`src/rtl/core/pixel_blend_modes_top_assert.svh`:
```
// assertion macros for the pixel blend pipeline
// no dependencies; included by pixel_blend_modes_top
`ifndef PIXEL_BLEND_MODES_TOP_ASSERT_SVH
`define PIXEL_BLEND_MODES_TOP_ASSERT_SVH
`ifndef SYNTHESIS
`define PBM_ASSERT(lbl, clk, rstn, prop) \
  lbl: assert property (@(posedge clk) disable iff (!rstn) prop) \
    else $error("pbm assertion failed");
`define PBM_ASSERT_NEVER(lbl, clk, rstn, cond) \
  lbl: assert property (@(posedge clk) disable iff (!rstn) !(cond)) \
    else $error("pbm forbidden condition seen");
`else
`define PBM_ASSERT(lbl, clk, rstn, prop)
`define PBM_ASSERT_NEVER(lbl, clk, rstn, cond)
`endif
`endif

```
`src/rtl/core/pbm_pkg.sv`:
```
// shared types and constants of the pixel blend pipeline
// no dependencies
package pbm_pkg;

  localparam int CHANNEL_BITS_DEF = 8;
  localparam int NUM_CH           = 4;

  typedef enum logic [3:0] {
    MODE_NORMAL  = 4'd0,
    MODE_ADD     = 4'd1,
    MODE_SUB     = 4'd2,
    MODE_MUL     = 4'd3,
    MODE_DIV     = 4'd4,
    MODE_SCREEN  = 4'd5,
    MODE_OVERLAY = 4'd6,
    MODE_DODGE   = 4'd7,
    MODE_BURN    = 4'd8,
    MODE_DIFF    = 4'd9,
    MODE_DARKEN  = 4'd10,
    MODE_LIGHTEN = 4'd11,
    MODE_TRANSP  = 4'd12
  } mode_e;

  // whole-pixel overrides decided from the blend mode and the top pixel alone
  typedef enum logic [2:0] {
    SP_NONE,
    SP_ZERO,
    SP_FULL,
    SP_KEEP,
    SP_KEY
  } spec_e;

  typedef struct packed {
    logic [3:0] mode;
    spec_e      spec;
  } ctl_t;

endpackage

```
`src/rtl/core/pixel_blend_modes_top.sv`:
```
// channel           | dir | payload
// s_axis            | in  | bottom rgba, top rgba (tdata, low bits first)
// m_axis            | out | blended rgba (tdata, low bits first)
// cfg_we/cfg_wdata  | in  | blend select register write
//
// one pixel per clock while m_axis does not stall; a pixel passes pbm_front, the
// restoring divider chain that takes one quotient bit per stage, and pbm_back
// reset clears the blend mode to normal and empties the pipeline
// a stall on m_axis holds every stage; s_axis_tready drops in the same cycle
// depends on pbm_pkg, pbm_front, pbm_div_step, pbm_back and the assertion header
module pixel_blend_modes_top #(
  parameter int CHANNEL_BITS = pbm_pkg::CHANNEL_BITS_DEF
) (
  input  logic                                       clk_i,
  input  logic                                       rst_ni,
  input  logic                                       cfg_we_i,
  input  logic [3:0]                                 cfg_wdata_i,
  input  logic                                       s_axis_tvalid,
  output logic                                       s_axis_tready,
  // bottom_red, bottom_green, bottom_blue, bottom_alpha,
  // top_red, top_green, top_blue, top_alpha
  input  logic [8*CHANNEL_BITS-1:0]                  s_axis_tdata,
  output logic                                       m_axis_tvalid,
  input  logic                                       m_axis_tready,
  // out_red, out_green, out_blue, out_alpha, zero fill to whole bytes
  output logic [((4*CHANNEL_BITS+7)/8)*8-1:0]        m_axis_tdata
);
  import pbm_pkg::*;

  `include "pixel_blend_modes_top_assert.svh"

  localparam int W        = CHANNEL_BITS;
  localparam int OUT_BITS = ((4*CHANNEL_BITS+7)/8)*8;

  logic [3:0]                        mode_sel_q;
  logic                              en;
  logic [NUM_CH-1:0][W-1:0]          bot_in, top_in, pix;

  logic [W:0]                        v_s;
  ctl_t [W:0]                        ctl_s;
  logic [W:0][NUM_CH-1:0][W-1:0]     bot_s, top_s, den_s, rem_s, quo_s;
  logic [W:0][NUM_CH-1:0][2*W:0]     prod_s;
  logic [W:0][NUM_CH-1:0]            ceil_s, sat_s;

  always_ff @(posedge clk_i or negedge rst_ni) begin
    if (!rst_ni) begin
      mode_sel_q <= MODE_NORMAL;
    end else if (cfg_we_i) begin
      mode_sel_q <= cfg_wdata_i;
    end
  end

  always_comb begin
    for (int c = 0; c < NUM_CH; c++) begin
      bot_in[c] = s_axis_tdata[c*W +: W];
      top_in[c] = s_axis_tdata[(c+NUM_CH)*W +: W];
    end
  end

  // whole pipeline advances together while the output register can move
  assign en            = !m_axis_tvalid || m_axis_tready;
  assign s_axis_tready = en;

  pbm_front #(.CHANNEL_BITS(CHANNEL_BITS)) u_front (
    .clk_i   (clk_i),
    .rst_ni  (rst_ni),
    .en_i    (en),
    .valid_i (s_axis_tvalid),
    .mode_i  (mode_sel_q),
    .bot_i   (bot_in),
    .top_i   (top_in),
    .valid_o (v_s[0]),
    .ctl_o   (ctl_s[0]),
    .bot_o   (bot_s[0]),
    .top_o   (top_s[0]),
    .den_o   (den_s[0]),
    .rem_o   (rem_s[0]),
    .quo_o   (quo_s[0]),
    .prod_o  (prod_s[0]),
    .ceil_o  (ceil_s[0]),
    .sat_o   (sat_s[0])
  );

  for (genvar i = 0; i < W; i++) begin : g_div
    pbm_div_step #(.CHANNEL_BITS(CHANNEL_BITS)) u_step (
      .clk_i   (clk_i),
      .rst_ni  (rst_ni),
      .en_i    (en),
      .valid_i (v_s[i]),
      .ctl_i   (ctl_s[i]),
      .bot_i   (bot_s[i]),
      .top_i   (top_s[i]),
      .den_i   (den_s[i]),
      .rem_i   (rem_s[i]),
      .quo_i   (quo_s[i]),
      .prod_i  (prod_s[i]),
      .ceil_i  (ceil_s[i]),
      .sat_i   (sat_s[i]),
      .valid_o (v_s[i+1]),
      .ctl_o   (ctl_s[i+1]),
      .bot_o   (bot_s[i+1]),
      .top_o   (top_s[i+1]),
      .den_o   (den_s[i+1]),
      .rem_o   (rem_s[i+1]),
      .quo_o   (quo_s[i+1]),
      .prod_o  (prod_s[i+1]),
      .ceil_o  (ceil_s[i+1]),
      .sat_o   (sat_s[i+1])
    );
  end

  pbm_back #(.CHANNEL_BITS(CHANNEL_BITS)) u_back (
    .clk_i   (clk_i),
    .rst_ni  (rst_ni),
    .en_i    (en),
    .valid_i (v_s[W]),
    .ctl_i   (ctl_s[W]),
    .bot_i   (bot_s[W]),
    .top_i   (top_s[W]),
    .rem_i   (rem_s[W]),
    .quo_i   (quo_s[W]),
    .prod_i  (prod_s[W]),
    .ceil_i  (ceil_s[W]),
    .sat_i   (sat_s[W]),
    .valid_o (m_axis_tvalid),
    .pix_o   (pix)
  );

  assign m_axis_tdata = OUT_BITS'(pix);

  `PBM_ASSERT(a_accept_enters, clk_i, rst_ni, (s_axis_tvalid && s_axis_tready) |=> v_s[0])
  `PBM_ASSERT(a_key_spec, clk_i, rst_ni, (v_s[0] && (ctl_s[0].mode == MODE_TRANSP)) |-> ((ctl_s[0].spec == SP_KEEP) || (ctl_s[0].spec == SP_KEY)))
  `PBM_ASSERT_NEVER(a_rem_below_den, clk_i, rst_ni, v_s[W] && !sat_s[W][0] && (rem_s[W][0] >= den_s[W][0]))

endmodule

```
`src/rtl/core/pbm_front.sv`:
```
// first pipeline stage: operand select, channel products, divider setup
// depends on pbm_pkg
module pbm_front #(
  parameter int CHANNEL_BITS = pbm_pkg::CHANNEL_BITS_DEF
) (
  input  logic                                          clk_i,
  input  logic                                          rst_ni,
  input  logic                                          en_i,
  input  logic                                          valid_i,
  input  logic [3:0]                                    mode_i,
  input  logic [pbm_pkg::NUM_CH-1:0][CHANNEL_BITS-1:0]  bot_i,
  input  logic [pbm_pkg::NUM_CH-1:0][CHANNEL_BITS-1:0]  top_i,
  output logic                                          valid_o,
  output pbm_pkg::ctl_t                                 ctl_o,
  output logic [pbm_pkg::NUM_CH-1:0][CHANNEL_BITS-1:0]  bot_o,
  output logic [pbm_pkg::NUM_CH-1:0][CHANNEL_BITS-1:0]  top_o,
  output logic [pbm_pkg::NUM_CH-1:0][CHANNEL_BITS-1:0]  den_o,
  output logic [pbm_pkg::NUM_CH-1:0][CHANNEL_BITS-1:0]  rem_o,
  output logic [pbm_pkg::NUM_CH-1:0][CHANNEL_BITS-1:0]  quo_o,
  output logic [pbm_pkg::NUM_CH-1:0][2*CHANNEL_BITS:0]  prod_o,
  output logic [pbm_pkg::NUM_CH-1:0]                    ceil_o,
  output logic [pbm_pkg::NUM_CH-1:0]                    sat_o
);
  import pbm_pkg::*;

  localparam int W = CHANNEL_BITS;
  localparam int unsigned MAXI = (1 << W) - 1;
  localparam logic [W-1:0] MAXV   = W'(MAXI);
  localparam logic [W-1:0] KEY_TH = W'(MAXI / 5);

  logic                             valid_q;
  ctl_t                             ctl_q, ctl_d;
  logic [NUM_CH-1:0][W-1:0]         bot_q, top_q, den_q, rem_q, quo_q;
  logic [NUM_CH-1:0][W-1:0]         den_d, rem_d, quo_d, opa, opc, num;
  logic [NUM_CH-1:0][2*W-1:0]       mp, nfull;
  logic [NUM_CH-1:0][2*W:0]         prod_q, prod_d;
  logic [NUM_CH-1:0]                ceil_q, ceil_d, sat_q, sat_d;
  logic                             top_zero, top_full, key_keep;

  always_comb begin
    for (int c = 0; c < NUM_CH; c++) begin
      // overlay upper half and screen work on the inverted channels
      ceil_d[c] = (mode_i == MODE_SCREEN) ||
                  ((mode_i == MODE_OVERLAY) && bot_i[c][W-1]);
      opa[c]    = ceil_d[c] ? ~bot_i[c] : bot_i[c];
      opc[c]    = ceil_d[c] ? ~top_i[c] : top_i[c];
      mp[c]     = (2*W)'(opa[c]) * (2*W)'(opc[c]);
      prod_d[c] = (mode_i == MODE_OVERLAY) ? {mp[c], 1'b0} : {1'b0, mp[c]};
      num[c]    = (mode_i == MODE_BURN)  ? ~bot_i[c] : bot_i[c];
      den_d[c]  = (mode_i == MODE_DODGE) ? ~top_i[c] : top_i[c];
      // quotient of num*max/den reaches max once num >= den
      sat_d[c]  = num[c] >= den_d[c];
      nfull[c]  = {num[c], W'(0)} - (2*W)'(num[c]);
      rem_d[c]  = nfull[c][2*W-1:W];
      quo_d[c]  = nfull[c][W-1:0];
    end
    top_zero = (top_i[0] == '0) && (top_i[1] == '0) && (top_i[2] == '0);
    top_full = (top_i[0] == MAXV) && (top_i[1] == MAXV) && (top_i[2] == MAXV);
    key_keep = (top_i[3] == MAXV) &&
               ({top_i[0], top_i[1], top_i[2]} > {KEY_TH, KEY_TH, KEY_TH});
    ctl_d.mode = mode_i;
    if (mode_i == MODE_TRANSP) begin
      ctl_d.spec = key_keep ? SP_KEEP : SP_KEY;
    end else if ((mode_i == MODE_DIV) && top_zero) begin
      ctl_d.spec = SP_ZERO;
    end else if ((mode_i == MODE_BURN) && top_zero) begin
      ctl_d.spec = SP_FULL;
    end else if ((mode_i == MODE_DODGE) && top_full) begin
      ctl_d.spec = SP_ZERO;
    end else begin
      ctl_d.spec = SP_NONE;
    end
  end

  always_ff @(posedge clk_i or negedge rst_ni) begin
    if (!rst_ni) begin
      valid_q <= 1'b0;
    end else if (en_i) begin
      valid_q <= valid_i;
    end
  end

  always_ff @(posedge clk_i) begin
    if (en_i) begin
      ctl_q  <= ctl_d;
      bot_q  <= bot_i;
      top_q  <= top_i;
      den_q  <= den_d;
      rem_q  <= rem_d;
      quo_q  <= quo_d;
      prod_q <= prod_d;
      ceil_q <= ceil_d;
      sat_q  <= sat_d;
    end
  end

  assign valid_o = valid_q;
  assign ctl_o   = ctl_q;
  assign bot_o   = bot_q;
  assign top_o   = top_q;
  assign den_o   = den_q;
  assign rem_o   = rem_q;
  assign quo_o   = quo_q;
  assign prod_o  = prod_q;
  assign ceil_o  = ceil_q;
  assign sat_o   = sat_q;

endmodule

```
`src/rtl/core/pbm_div_step.sv`:
```
// one restoring division step for all four channels, plus carried payload
// depends on pbm_pkg
module pbm_div_step #(
  parameter int CHANNEL_BITS = pbm_pkg::CHANNEL_BITS_DEF
) (
  input  logic                                          clk_i,
  input  logic                                          rst_ni,
  input  logic                                          en_i,
  input  logic                                          valid_i,
  input  pbm_pkg::ctl_t                                 ctl_i,
  input  logic [pbm_pkg::NUM_CH-1:0][CHANNEL_BITS-1:0]  bot_i,
  input  logic [pbm_pkg::NUM_CH-1:0][CHANNEL_BITS-1:0]  top_i,
  input  logic [pbm_pkg::NUM_CH-1:0][CHANNEL_BITS-1:0]  den_i,
  input  logic [pbm_pkg::NUM_CH-1:0][CHANNEL_BITS-1:0]  rem_i,
  input  logic [pbm_pkg::NUM_CH-1:0][CHANNEL_BITS-1:0]  quo_i,
  input  logic [pbm_pkg::NUM_CH-1:0][2*CHANNEL_BITS:0]  prod_i,
  input  logic [pbm_pkg::NUM_CH-1:0]                    ceil_i,
  input  logic [pbm_pkg::NUM_CH-1:0]                    sat_i,
  output logic                                          valid_o,
  output pbm_pkg::ctl_t                                 ctl_o,
  output logic [pbm_pkg::NUM_CH-1:0][CHANNEL_BITS-1:0]  bot_o,
  output logic [pbm_pkg::NUM_CH-1:0][CHANNEL_BITS-1:0]  top_o,
  output logic [pbm_pkg::NUM_CH-1:0][CHANNEL_BITS-1:0]  den_o,
  output logic [pbm_pkg::NUM_CH-1:0][CHANNEL_BITS-1:0]  rem_o,
  output logic [pbm_pkg::NUM_CH-1:0][CHANNEL_BITS-1:0]  quo_o,
  output logic [pbm_pkg::NUM_CH-1:0][2*CHANNEL_BITS:0]  prod_o,
  output logic [pbm_pkg::NUM_CH-1:0]                    ceil_o,
  output logic [pbm_pkg::NUM_CH-1:0]                    sat_o
);
  import pbm_pkg::*;

  localparam int W = CHANNEL_BITS;

  logic                      valid_q;
  ctl_t                      ctl_q;
  logic [NUM_CH-1:0][W-1:0]  bot_q, top_q, den_q, rem_q, quo_q, rem_d, quo_d;
  logic [NUM_CH-1:0][2*W:0]  prod_q;
  logic [NUM_CH-1:0]         ceil_q, sat_q, ge;
  logic [NUM_CH-1:0][W:0]    trial, diff;

  always_comb begin
    for (int c = 0; c < NUM_CH; c++) begin
      // shift the next dividend bit into the partial remainder
      trial[c] = {rem_i[c], quo_i[c][W-1]};
      diff[c]  = trial[c] - {1'b0, den_i[c]};
      ge[c]    = trial[c] >= {1'b0, den_i[c]};
      rem_d[c] = ge[c] ? diff[c][W-1:0] : trial[c][W-1:0];
      quo_d[c] = {quo_i[c][W-2:0], ge[c]};
    end
  end

  always_ff @(posedge clk_i or negedge rst_ni) begin
    if (!rst_ni) begin
      valid_q <= 1'b0;
    end else if (en_i) begin
      valid_q <= valid_i;
    end
  end

  always_ff @(posedge clk_i) begin
    if (en_i) begin
      ctl_q  <= ctl_i;
      bot_q  <= bot_i;
      top_q  <= top_i;
      den_q  <= den_i;
      rem_q  <= rem_d;
      quo_q  <= quo_d;
      prod_q <= prod_i;
      ceil_q <= ceil_i;
      sat_q  <= sat_i;
    end
  end

  assign valid_o = valid_q;
  assign ctl_o   = ctl_q;
  assign bot_o   = bot_q;
  assign top_o   = top_q;
  assign den_o   = den_q;
  assign rem_o   = rem_q;
  assign quo_o   = quo_q;
  assign prod_o  = prod_q;
  assign ceil_o  = ceil_q;
  assign sat_o   = sat_q;

endmodule

```
`src/rtl/core/pbm_back.sv`:
```
// last two stages: product reduction by the channel max, mode select, output register
// depends on pbm_pkg
module pbm_back #(
  parameter int CHANNEL_BITS = pbm_pkg::CHANNEL_BITS_DEF
) (
  input  logic                                          clk_i,
  input  logic                                          rst_ni,
  input  logic                                          en_i,
  input  logic                                          valid_i,
  input  pbm_pkg::ctl_t                                 ctl_i,
  input  logic [pbm_pkg::NUM_CH-1:0][CHANNEL_BITS-1:0]  bot_i,
  input  logic [pbm_pkg::NUM_CH-1:0][CHANNEL_BITS-1:0]  top_i,
  input  logic [pbm_pkg::NUM_CH-1:0][CHANNEL_BITS-1:0]  rem_i,
  input  logic [pbm_pkg::NUM_CH-1:0][CHANNEL_BITS-1:0]  quo_i,
  input  logic [pbm_pkg::NUM_CH-1:0][2*CHANNEL_BITS:0]  prod_i,
  input  logic [pbm_pkg::NUM_CH-1:0]                    ceil_i,
  input  logic [pbm_pkg::NUM_CH-1:0]                    sat_i,
  output logic                                          valid_o,
  output logic [pbm_pkg::NUM_CH-1:0][CHANNEL_BITS-1:0]  pix_o
);
  import pbm_pkg::*;

  localparam int W = CHANNEL_BITS;
  localparam logic [W-1:0] MAXV = '1;
  localparam logic [W-1:0] HALF = MAXV >> 1;

  // reduce stage
  logic [NUM_CH-1:0][W:0]    q0;
  logic [NUM_CH-1:0][W+1:0]  r0, qf, qv_d;
  logic [NUM_CH-1:0][1:0]    q1;
  logic [NUM_CH-1:0][W:0]    r1;
  logic [NUM_CH-1:0]         fix, rnz, dnz_d;

  logic                      valid_q;
  ctl_t                      ctl_q;
  logic [NUM_CH-1:0][W-1:0]  bot_q, top_q, quo_q;
  logic [NUM_CH-1:0][W+1:0]  qv_q;
  logic [NUM_CH-1:0]         dnz_q, sat_q;

  // output stage
  logic [NUM_CH-1:0][W-1:0]  blend, pix_d, pix_q;
  logic [NUM_CH-1:0][W:0]    sum;
  logic                      out_valid_q;

  always_comb begin
    for (int c = 0; c < NUM_CH; c++) begin
      // x / max as x = hi*2^W + lo = hi*max + (hi + lo), folded twice
      q0[c]    = prod_i[c][2*W:W];
      r0[c]    = (W+2)'(prod_i[c][W-1:0]) + (W+2)'(q0[c]);
      q1[c]    = r0[c][W+1:W];
      r1[c]    = (W+1)'(r0[c][W-1:0]) + (W+1)'(q1[c]);
      fix[c]   = r1[c] >= (W+1)'(MAXV);
      rnz[c]   = fix[c] ? (r1[c] != (W+1)'(MAXV)) : (r1[c] != '0);
      qf[c]    = (W+2)'(q0[c]) + (W+2)'(q1[c]) + (W+2)'(fix[c]);
      qv_d[c]  = qf[c] + (W+2)'(ceil_i[c] & rnz[c]);
      dnz_d[c] = rem_i[c] != '0;
    end
  end

  always_comb begin
    for (int c = 0; c < NUM_CH; c++) begin
      sum[c] = (W+1)'(bot_q[c]) + (W+1)'(top_q[c]);
      unique case (ctl_q.mode)
        MODE_ADD:     blend[c] = sum[c][W] ? MAXV : sum[c][W-1:0];
        MODE_SUB:     blend[c] = (bot_q[c] > top_q[c]) ? bot_q[c] - top_q[c] : '0;
        MODE_MUL:     blend[c] = qv_q[c][W-1:0];
        MODE_DIV,
        MODE_DODGE:   blend[c] = sat_q[c] ? MAXV : quo_q[c];
        MODE_SCREEN:  blend[c] = MAXV - qv_q[c][W-1:0];
        MODE_OVERLAY: begin
          if (!bot_q[c][W-1]) begin
            blend[c] = (qv_q[c] > (W+2)'(MAXV)) ? MAXV : qv_q[c][W-1:0];
          end else begin
            blend[c] = (qv_q[c] > (W+2)'(MAXV)) ? '0 : MAXV - qv_q[c][W-1:0];
          end
        end
        MODE_BURN:    blend[c] = sat_q[c] ? '0 : MAXV - quo_q[c] - W'(dnz_q[c]);
        MODE_DIFF:    blend[c] = (bot_q[c] > top_q[c]) ? bot_q[c] - top_q[c]
                                                       : top_q[c] - bot_q[c];
        MODE_DARKEN:  blend[c] = (bot_q[c] < top_q[c]) ? bot_q[c] : top_q[c];
        MODE_LIGHTEN: blend[c] = (bot_q[c] > top_q[c]) ? bot_q[c] : top_q[c];
        default:      blend[c] = top_q[c];
      endcase
    end
    unique case (ctl_q.spec)
      SP_ZERO: pix_d = '0;
      SP_FULL: pix_d = '1;
      SP_KEEP: pix_d = bot_q;
      SP_KEY:  pix_d = {HALF, W'(0), W'(0), W'(0)};
      default: pix_d = blend;
    endcase
  end

  always_ff @(posedge clk_i or negedge rst_ni) begin
    if (!rst_ni) begin
      valid_q     <= 1'b0;
      out_valid_q <= 1'b0;
    end else if (en_i) begin
      valid_q     <= valid_i;
      out_valid_q <= valid_q;
    end
  end

  always_ff @(posedge clk_i) begin
    if (en_i) begin
      ctl_q <= ctl_i;
      bot_q <= bot_i;
      top_q <= top_i;
      quo_q <= quo_i;
      qv_q  <= qv_d;
      dnz_q <= dnz_d;
      sat_q <= sat_i;
      pix_q <= pix_d;
    end
  end

  assign valid_o = out_valid_q;
  assign pix_o   = pix_q;

endmodule
```
`config.mk`:
```
export PLATFORM = sky130hd
export DESIGN_NAME = pixel_blend_modes_top
export DESIGN_NICKNAME = d
export VERILOG_FILES = /design/src/rtl/core/pbm_pkg.sv /design/src/rtl/core/pixel_blend_modes_top.sv /design/src/rtl/core/pbm_front.sv /design/src/rtl/core/pbm_div_step.sv /design/src/rtl/core/pbm_back.sv
export VERILOG_INCLUDE_DIRS = /design/src /design/src/rtl/core
export SDC_FILE = /design/constraint.sdc
export NUM_CORES = 2
export LEC_CHECK = 0
export ABC_AREA = 1
export BUFFER_PORTS_ARGS = -buffer_cell sky130_fd_sc_hd__buf_2
export CAP_MARGIN = 30
export CORE_MARGIN = 2
export CORE_UTILIZATION = 60
export DETAILED_ROUTE_END_ITERATION = 8
export PLACE_DENSITY = 0.76
export SYNTH_ARGS = -nofsm -noshare
export SYNTH_HDL_FRONTEND = slang
export SYNTH_SLANG_ARGS = --single-unit
```
`constraint.sdc`:
```
create_clock -name clk_i -period 249 [get_ports clk_i]
set_clock_uncertainty 0.2 [all_clocks]
set_input_delay 24.9 -clock clk_i [delete_from_list [all_inputs] [get_ports clk_i]]
set_output_delay 24.9 -clock clk_i [all_outputs]
set_load 0.005 [all_outputs]
```
Yosys cells after proc, flatten, opt, wreduce, memory -nomap -nowiden
Index checks and enable logic that the tools add are counted.

Register bits: 2353. Input bits: 73. Output and inout bits: 34.

$add $sub $neg: 80. $mul: 4. Magnitude comparators: 53. Eq/ne operators: 29. Multiplexer cells: 106. Bitwise operators: 12. Reductions and logical operators: 30.

Operators by type and width (number): 8-bit 2-to-1 mux (88); 8-bit case mux with 10 select lines (4); 8-bit subtractor (40); 9-bit by 8-bit greater-or-equal comparator with 1-bit output (32); 32-bit case mux with 4 select lines (1); 8-bit by 8-bit multiplier with 16-bit output (4); 16-bit 2-to-1 mux (4); 8-bit NOT (8); 16-bit by 8-bit subtractor with 16-bit output (4); 8-bit subtractor, first input constant (8); 10-bit by 1-bit adder with 10-bit output (4); 10-bit adder (4); 8-bit by 9-bit adder with 10-bit output (4); 9-bit by 2-bit adder with 10-bit output (4); 10-bit by 8-bit > comparator with 1-bit output, second input constant (4); 8-bit by 2-bit adder with 9-bit output (4); 8-bit by 8-bit adder with 9-bit output (4); 9-bit by 8-bit greater-or-equal comparator with 1-bit output, second input constant (4); 9-bit by 8-bit inequality test with 1-bit output, second input constant (4); 9-bit nonzero test (4); 4-bit by 3-bit equality test with 1-bit output, second input constant (8); 8-bit equality test, second input constant (4); 8-bit greater-or-equal comparator (4); 8-bit > comparator (4); other kinds (18) (61).

Depth between registers and ports, before layout
Depth in word-level cells: 8. Depth in mapped cells: 31. Mapped depth without buffers: 31.

Cells and area by module
A second synthesis with hierarchy kept.

Cell total of the unflattened synthesis: 10366. Area total of the unflattened synthesis: 116605.6 um2.

By module, submodules not included: pbm_div_step (g_div[2].u_step ...) (times used 6, cells each 680, area an instance 9744.3 um2, seq. area each 7322.0 um2); pbm_front (times used 1, cells each 2373, area an instance 20583.5 um2, seq. area each 7322.0 um2); pbm_div_step (g_div[0].u_step ...) (times used 2, cells each 678, area an instance 9604.2 um2, seq. area each 7322.0 um2); pbm_back (times used 1, cells each 2538, area an instance 18191.2 um2, seq. area each 5545.3 um2); pixel_blend_modes_top (times used 1, cells each 19, area an instance 156.4 um2, seq. area each 100.1 um2).

Worst setup path after synthesis
No wires, ideal clock.

Kind: input -> output. Start: input port m_axis_tready. End: output port s_axis_tready. Arrival: 88.032 ns. Required time: 223.900 ns. Setup slack: 135.868 ns. Stages on the path: 3. Path buffers: 1. Cell sequence: inv_1 -> nand2_1 -> clkbuf_1.

Longest elaborated chain between the ends: 1.

RTL lines: start: declaration (line pixel_blend_modes_top.sv:24) `input logic m_axis_tready,`; 1-bit logical OR (line pixel_blend_modes_top.sv:61) `assign en = !m_axis_tvalid || m_axis_tready;`; end: declaration (line pixel_blend_modes_top.sv:19) `output logic s_axis_tready,`.

No other way between the ends.

Worst setup path after layout
Same ends and word-level chain as after synthesis.

==> impl_metrics.yaml <==
cts:
  clk_pin_slew_worst_paths_ns: 0.06
  cts_resized: 0
  clk_latency_ns: 0.89
  cts_hold_buf: 0
  cts_tree: "done"
  cts_made_buffers: 220
  post_cts.repair.setup_buffers: 0
  htreeDepth: 4
  clock_path_buffers: 3
  clockRootBuffer: "clkbuf_16"
  clkSinkCount: 2353
layout:
  multi_input_area_mm2: 0.0326
  drive_gt1_share_pct: 6.96
  nets: 9934
  syn2layout_area_growth_pct: 10.2
  nFillCells: 12622
  seq_area_mm2: 0.0706
route:
  m1WireLength_um: 87700
  routed_wl_um: 214000
  top_layer_used: "met5"
  num_vias: 63880
  wire_per_inst_um: 18.4
  post-route-drc-count: 0
  viasPerCell: 5.49
  postRouteAntennaNets: 0
  drtIter0Drc: 5269
  dr.pass1.iters: 9
  wl_met2_um: 106000
  wl_met3_um: 12300
global_routing:
  grt_overflow: 0
  grt_pass1_wl_um: 338000
  antenna_found_initial: 9
  grt_pass1_vias: 63336
  grt.total_usage_pct: 23.3
  grt_max_degree: 201
floorplan:
  dieWidth_um: 430
  row_count: 156
  fp.dieH_um: 430
  core_area_mm2: 0.180
  start_util_pct: 60.3
  io_pins: 107
  die-area_mm2: 0.185
sta:
  slew_violations: 0
  fin_crit_sh_pct: 20.4
  final.setup.tns_ns: 0
  hold_viol_final: 0
  worstMarginPinSlew_ns: 1.11
  fmax_mhz: 19.7
  max-slew-margin-rel_pct: 26.1
  rsz0062_at_grt: "no"
  setup_viol: 0
  min_period_ns: 50.82
yosys:
  synth_area_mm2: 0.109
  synth_warnings: 0
  netlist_instances: 8802
  synth-async-reset-ratio_pct: 0.637
  ys_ff_latch: 2353
  synth_ff_type: "edfxtp_1"
  synth_edf_count: 2338
  synth_nets: 9667
  syn_avg_cell_area_um2: 12.3
  seq_area_frac_synth_pct: 64.9
  ys_types: 52
worst_setup_path:
  cpMostUsedCell: "buf_2"
  cpMaxStageDelayCell: "nand2_4"
  critical_path_arrival_ns: 25.72
  cp.required_ns: 223.90
  crit_path_cell_trace: "buf_2 > inv_1 > nand2_4 > buf_2"
  crit_path_end_kind: "output port"
  crit_path_max_fanout: 45
  cp_slowest_stage_delay_ns: 0.42
  path_delay_family: "simple AND/OR/NAND/NOR gates"
  critPathBufInv: 3
  critical_path_class: "primary input to output port"
  startpoint_type: "primary input"
placed_design:
  gp_congestion: 0.927
  dp_hpwl_um: 147000
  port_buffers: 106
power:
  totalPowerFinal_mw: 1.83
  leakage_nw: 50.2
  ir_drop_uv: 8.72
  p_per_area_mw_per_mm2: 15.3
run_status:
  status: "completed"
min_path:
  hold_class: "register to register"
flow_run:
  maxCapViolCount: 0
## layout make-up
class                      instances  area share (%)
timing repair buffer             158           0.993
inverter                        1322            4.14
sequential                      2353            58.9
clock buffer                     268            4.79
multi-input combinational       5014            27.2
antenna                            2         0.00418
clock inverter                   143            1.43
tap                             2370            2.48
## Yosys cell counts, drive strengths merged (2+ instances only)
master	instances	area share (%)
edfxtp	2338	65
nand2	1392	4.9
inv	1315	4.5
nor2	614	2.2
ha	588	6.8
o21ai	508	2.3
a21oi	485	2.2
nand3	433	2.0
xor2	286	2.6
fa	204	3.8
nand4	109	0.63
nor3	106	0.50
xnor2	104	0.87
clkbuf	59	0.20
buf	54	0.32
or2	29	0.17
o21bai	27	0.19
nor4	17	0.098
or4	17	0.12
dfrtp	15	0.35
o211ai	13	0.090
o2111ai	10	0.081
a31oi	9	0.052
o22ai	8	0.046
clkinv	7	0.024
mux2	7	0.073
nand3b	7	0.048
a211oi	6	0.041
a21boi	6	0.041
a21o	6	0.041
nor3b	6	0.041
mux2i	4	0.037
and2	3	0.017
o221ai	3	0.024
a221oi	2	0.016
and3	2	0.012
o21a	2	0.014
## per-stage QoR
step / util [%] / cell area (um2) / hold WS [ns] / setup WS (ns) / cells
3_5_place_dp: 62.2 / 112000 / 0.205 / 198.18 / 11211
6_report: 66.4 / 120000 / 0.170 / 198.18 / 11630
5_1_grt: 66.4 / 120000 / 0.172 / 198.08 / 11630
2_1_floorplan: - / 109000 / 0.200 / 135.87 / 8802
3_3_place_gp: 62.1 / 112000 / 0.200 / 198.18 / 11206
4_1_cts: 66.3 / 120000 / 0.169 / 198.18 / 11622
## where the power goes
| group | switching [mW] | leakage [nW] | internal [mW] | total, mW |
|---|---|---|---|---|
| clock network | 0.146 | 3.59 | 0.193 | 0.339 |
| logic | 0.468 | 22.9 | 0.246 | 0.714 |
| registers | 0.0796 | 23.8 | 0.700 | 0.780 |
## metal layers
| metal | vias up | global-route usage, % |
|---|---|---|
| met1 | 30772 | 30.7 |
| met4 | 2 | 8.91 |
| met2 | 1958 | 39.5 |
| li1 | 30729 | - |
| met5 | - | 0 |
| met3 | 419 | 3.42 |
## kinds of logic (layout without fill, tap and decap cells)
family                     after synthesis  after routing  synth area share [%]
AOI/OAI and AO/OA                     1085           1085                  5.21
xor gates and xnor gates               390            390                  3.45
adders and majority gates              792            792                  10.5
buffers and inverters                 1435           1891                  5.09
DFF                                   2353           2353                  64.9
muxes                                   11             11                 0.109
other                                    0              2                     0
and+or+nand+nor                       2736           2736                  10.7
## worst reg2reg max path: stages (launching register included)
cell and delay (ns):
dfrtp_1 0.39, inv_2 0.06, nor2_1 0.23, inv_2 0.11
nor3_4 0.15, clkbuf_16 0.23, buf_4 0.46, nand2_1 0.23
nand2_4 0.32, xor2_1 0.67, nand2_1 0.18, fa_1 0.57
inv_1 0.05, fa_1 0.49, fa_1 0.52, fa_1 0.50
ha_1 0.37, a21oi_1 0.21, o21ai_0 0.12, nor2_1 0.15
o21ai_0 0.14, nand3_1 0.10, nand2_1 0.06, or2_2 0.29
nand3_1 0.08, nand2_1 0.07
## path summary, 6_finish.rpt
kind                                                        end                            startpoint  depth (start not counted)  slack, ns
setup / recovery                                  s_axis_tready                         m_axis_tready                          4     198.18
hold / removal             g_div[2].u_step.prod_o[43]$_DFFE_PP_  g_div[1].u_step.prod_o[43]$_DFFE_PP_                          0       0.17
setup reg to reg                   u_front.prod_o[47]$_DFFE_PP_             mode_sel_q[2]$_DFFE_PN0P_                         25     241.75
hold reg to reg            g_div[2].u_step.prod_o[43]$_DFFE_PP_  g_div[1].u_step.prod_o[43]$_DFFE_PP_                          0       0.17
max in group asynchronous             mode_sel_q[0]$_DFFE_PN0P_                                rst_ni                          1     224.51
min in group asynchronous           u_front.valid_o$_DFFE_PN0P_                                rst_ni                          1      23.76
## registers in the layout, indices dropped and copies added (netlist names), 40 cells and up
name	flops
g_div.u_step.rem_o	256
g_div.u_step.quo_o	256
u_front.prod_o	68
g_div.u_step.prod_o	544
u_back.qv_q	40
g_div.u_step.bot_o	256
g_div.u_step.ctl_o	56
g_div.u_step.top_o	256
g_div.u_step.den_o	224
## layout by cell type, fill, tap and decap left out, types with 13 or more instances in the layout
cell / Yosys / routed
edfxtp_1: 2338 / 2338
nand2_1: 1376 / 1374
inv_1: 1287 / 1286
nor2_1: 598 / 594
ha_1: 588 / 588
o21ai_0: 502 / 502
a21oi_1: 485 / 485
nand3_1: 433 / 432
xor2_1: 247 / 247
clkbuf_16: 0 / 221
fa_1: 204 / 204
nand4_1: 109 / 109
buf_2: 39 / 106
nor3_1: 104 / 103
xnor2_1: 99 / 99
clkbuf_1: 59 / 43
clkinv_1: 7 / 40
xor2_2: 39 / 39
clkinv_2: 0 / 38
buf_4: 3 / 36
inv_2: 28 / 29
or2_2: 29 / 29
o21bai_1: 27 / 27
bufinv_16: 0 / 26
or4_1: 17 / 17
nor4_1: 17 / 17
dfrtp_1: 15 / 15
nor2_2: 11 / 14
clkinvlp_4: 0 / 14
o211ai_1: 13 / 13
No activity file was read; power rests on OpenSTA's default activity.
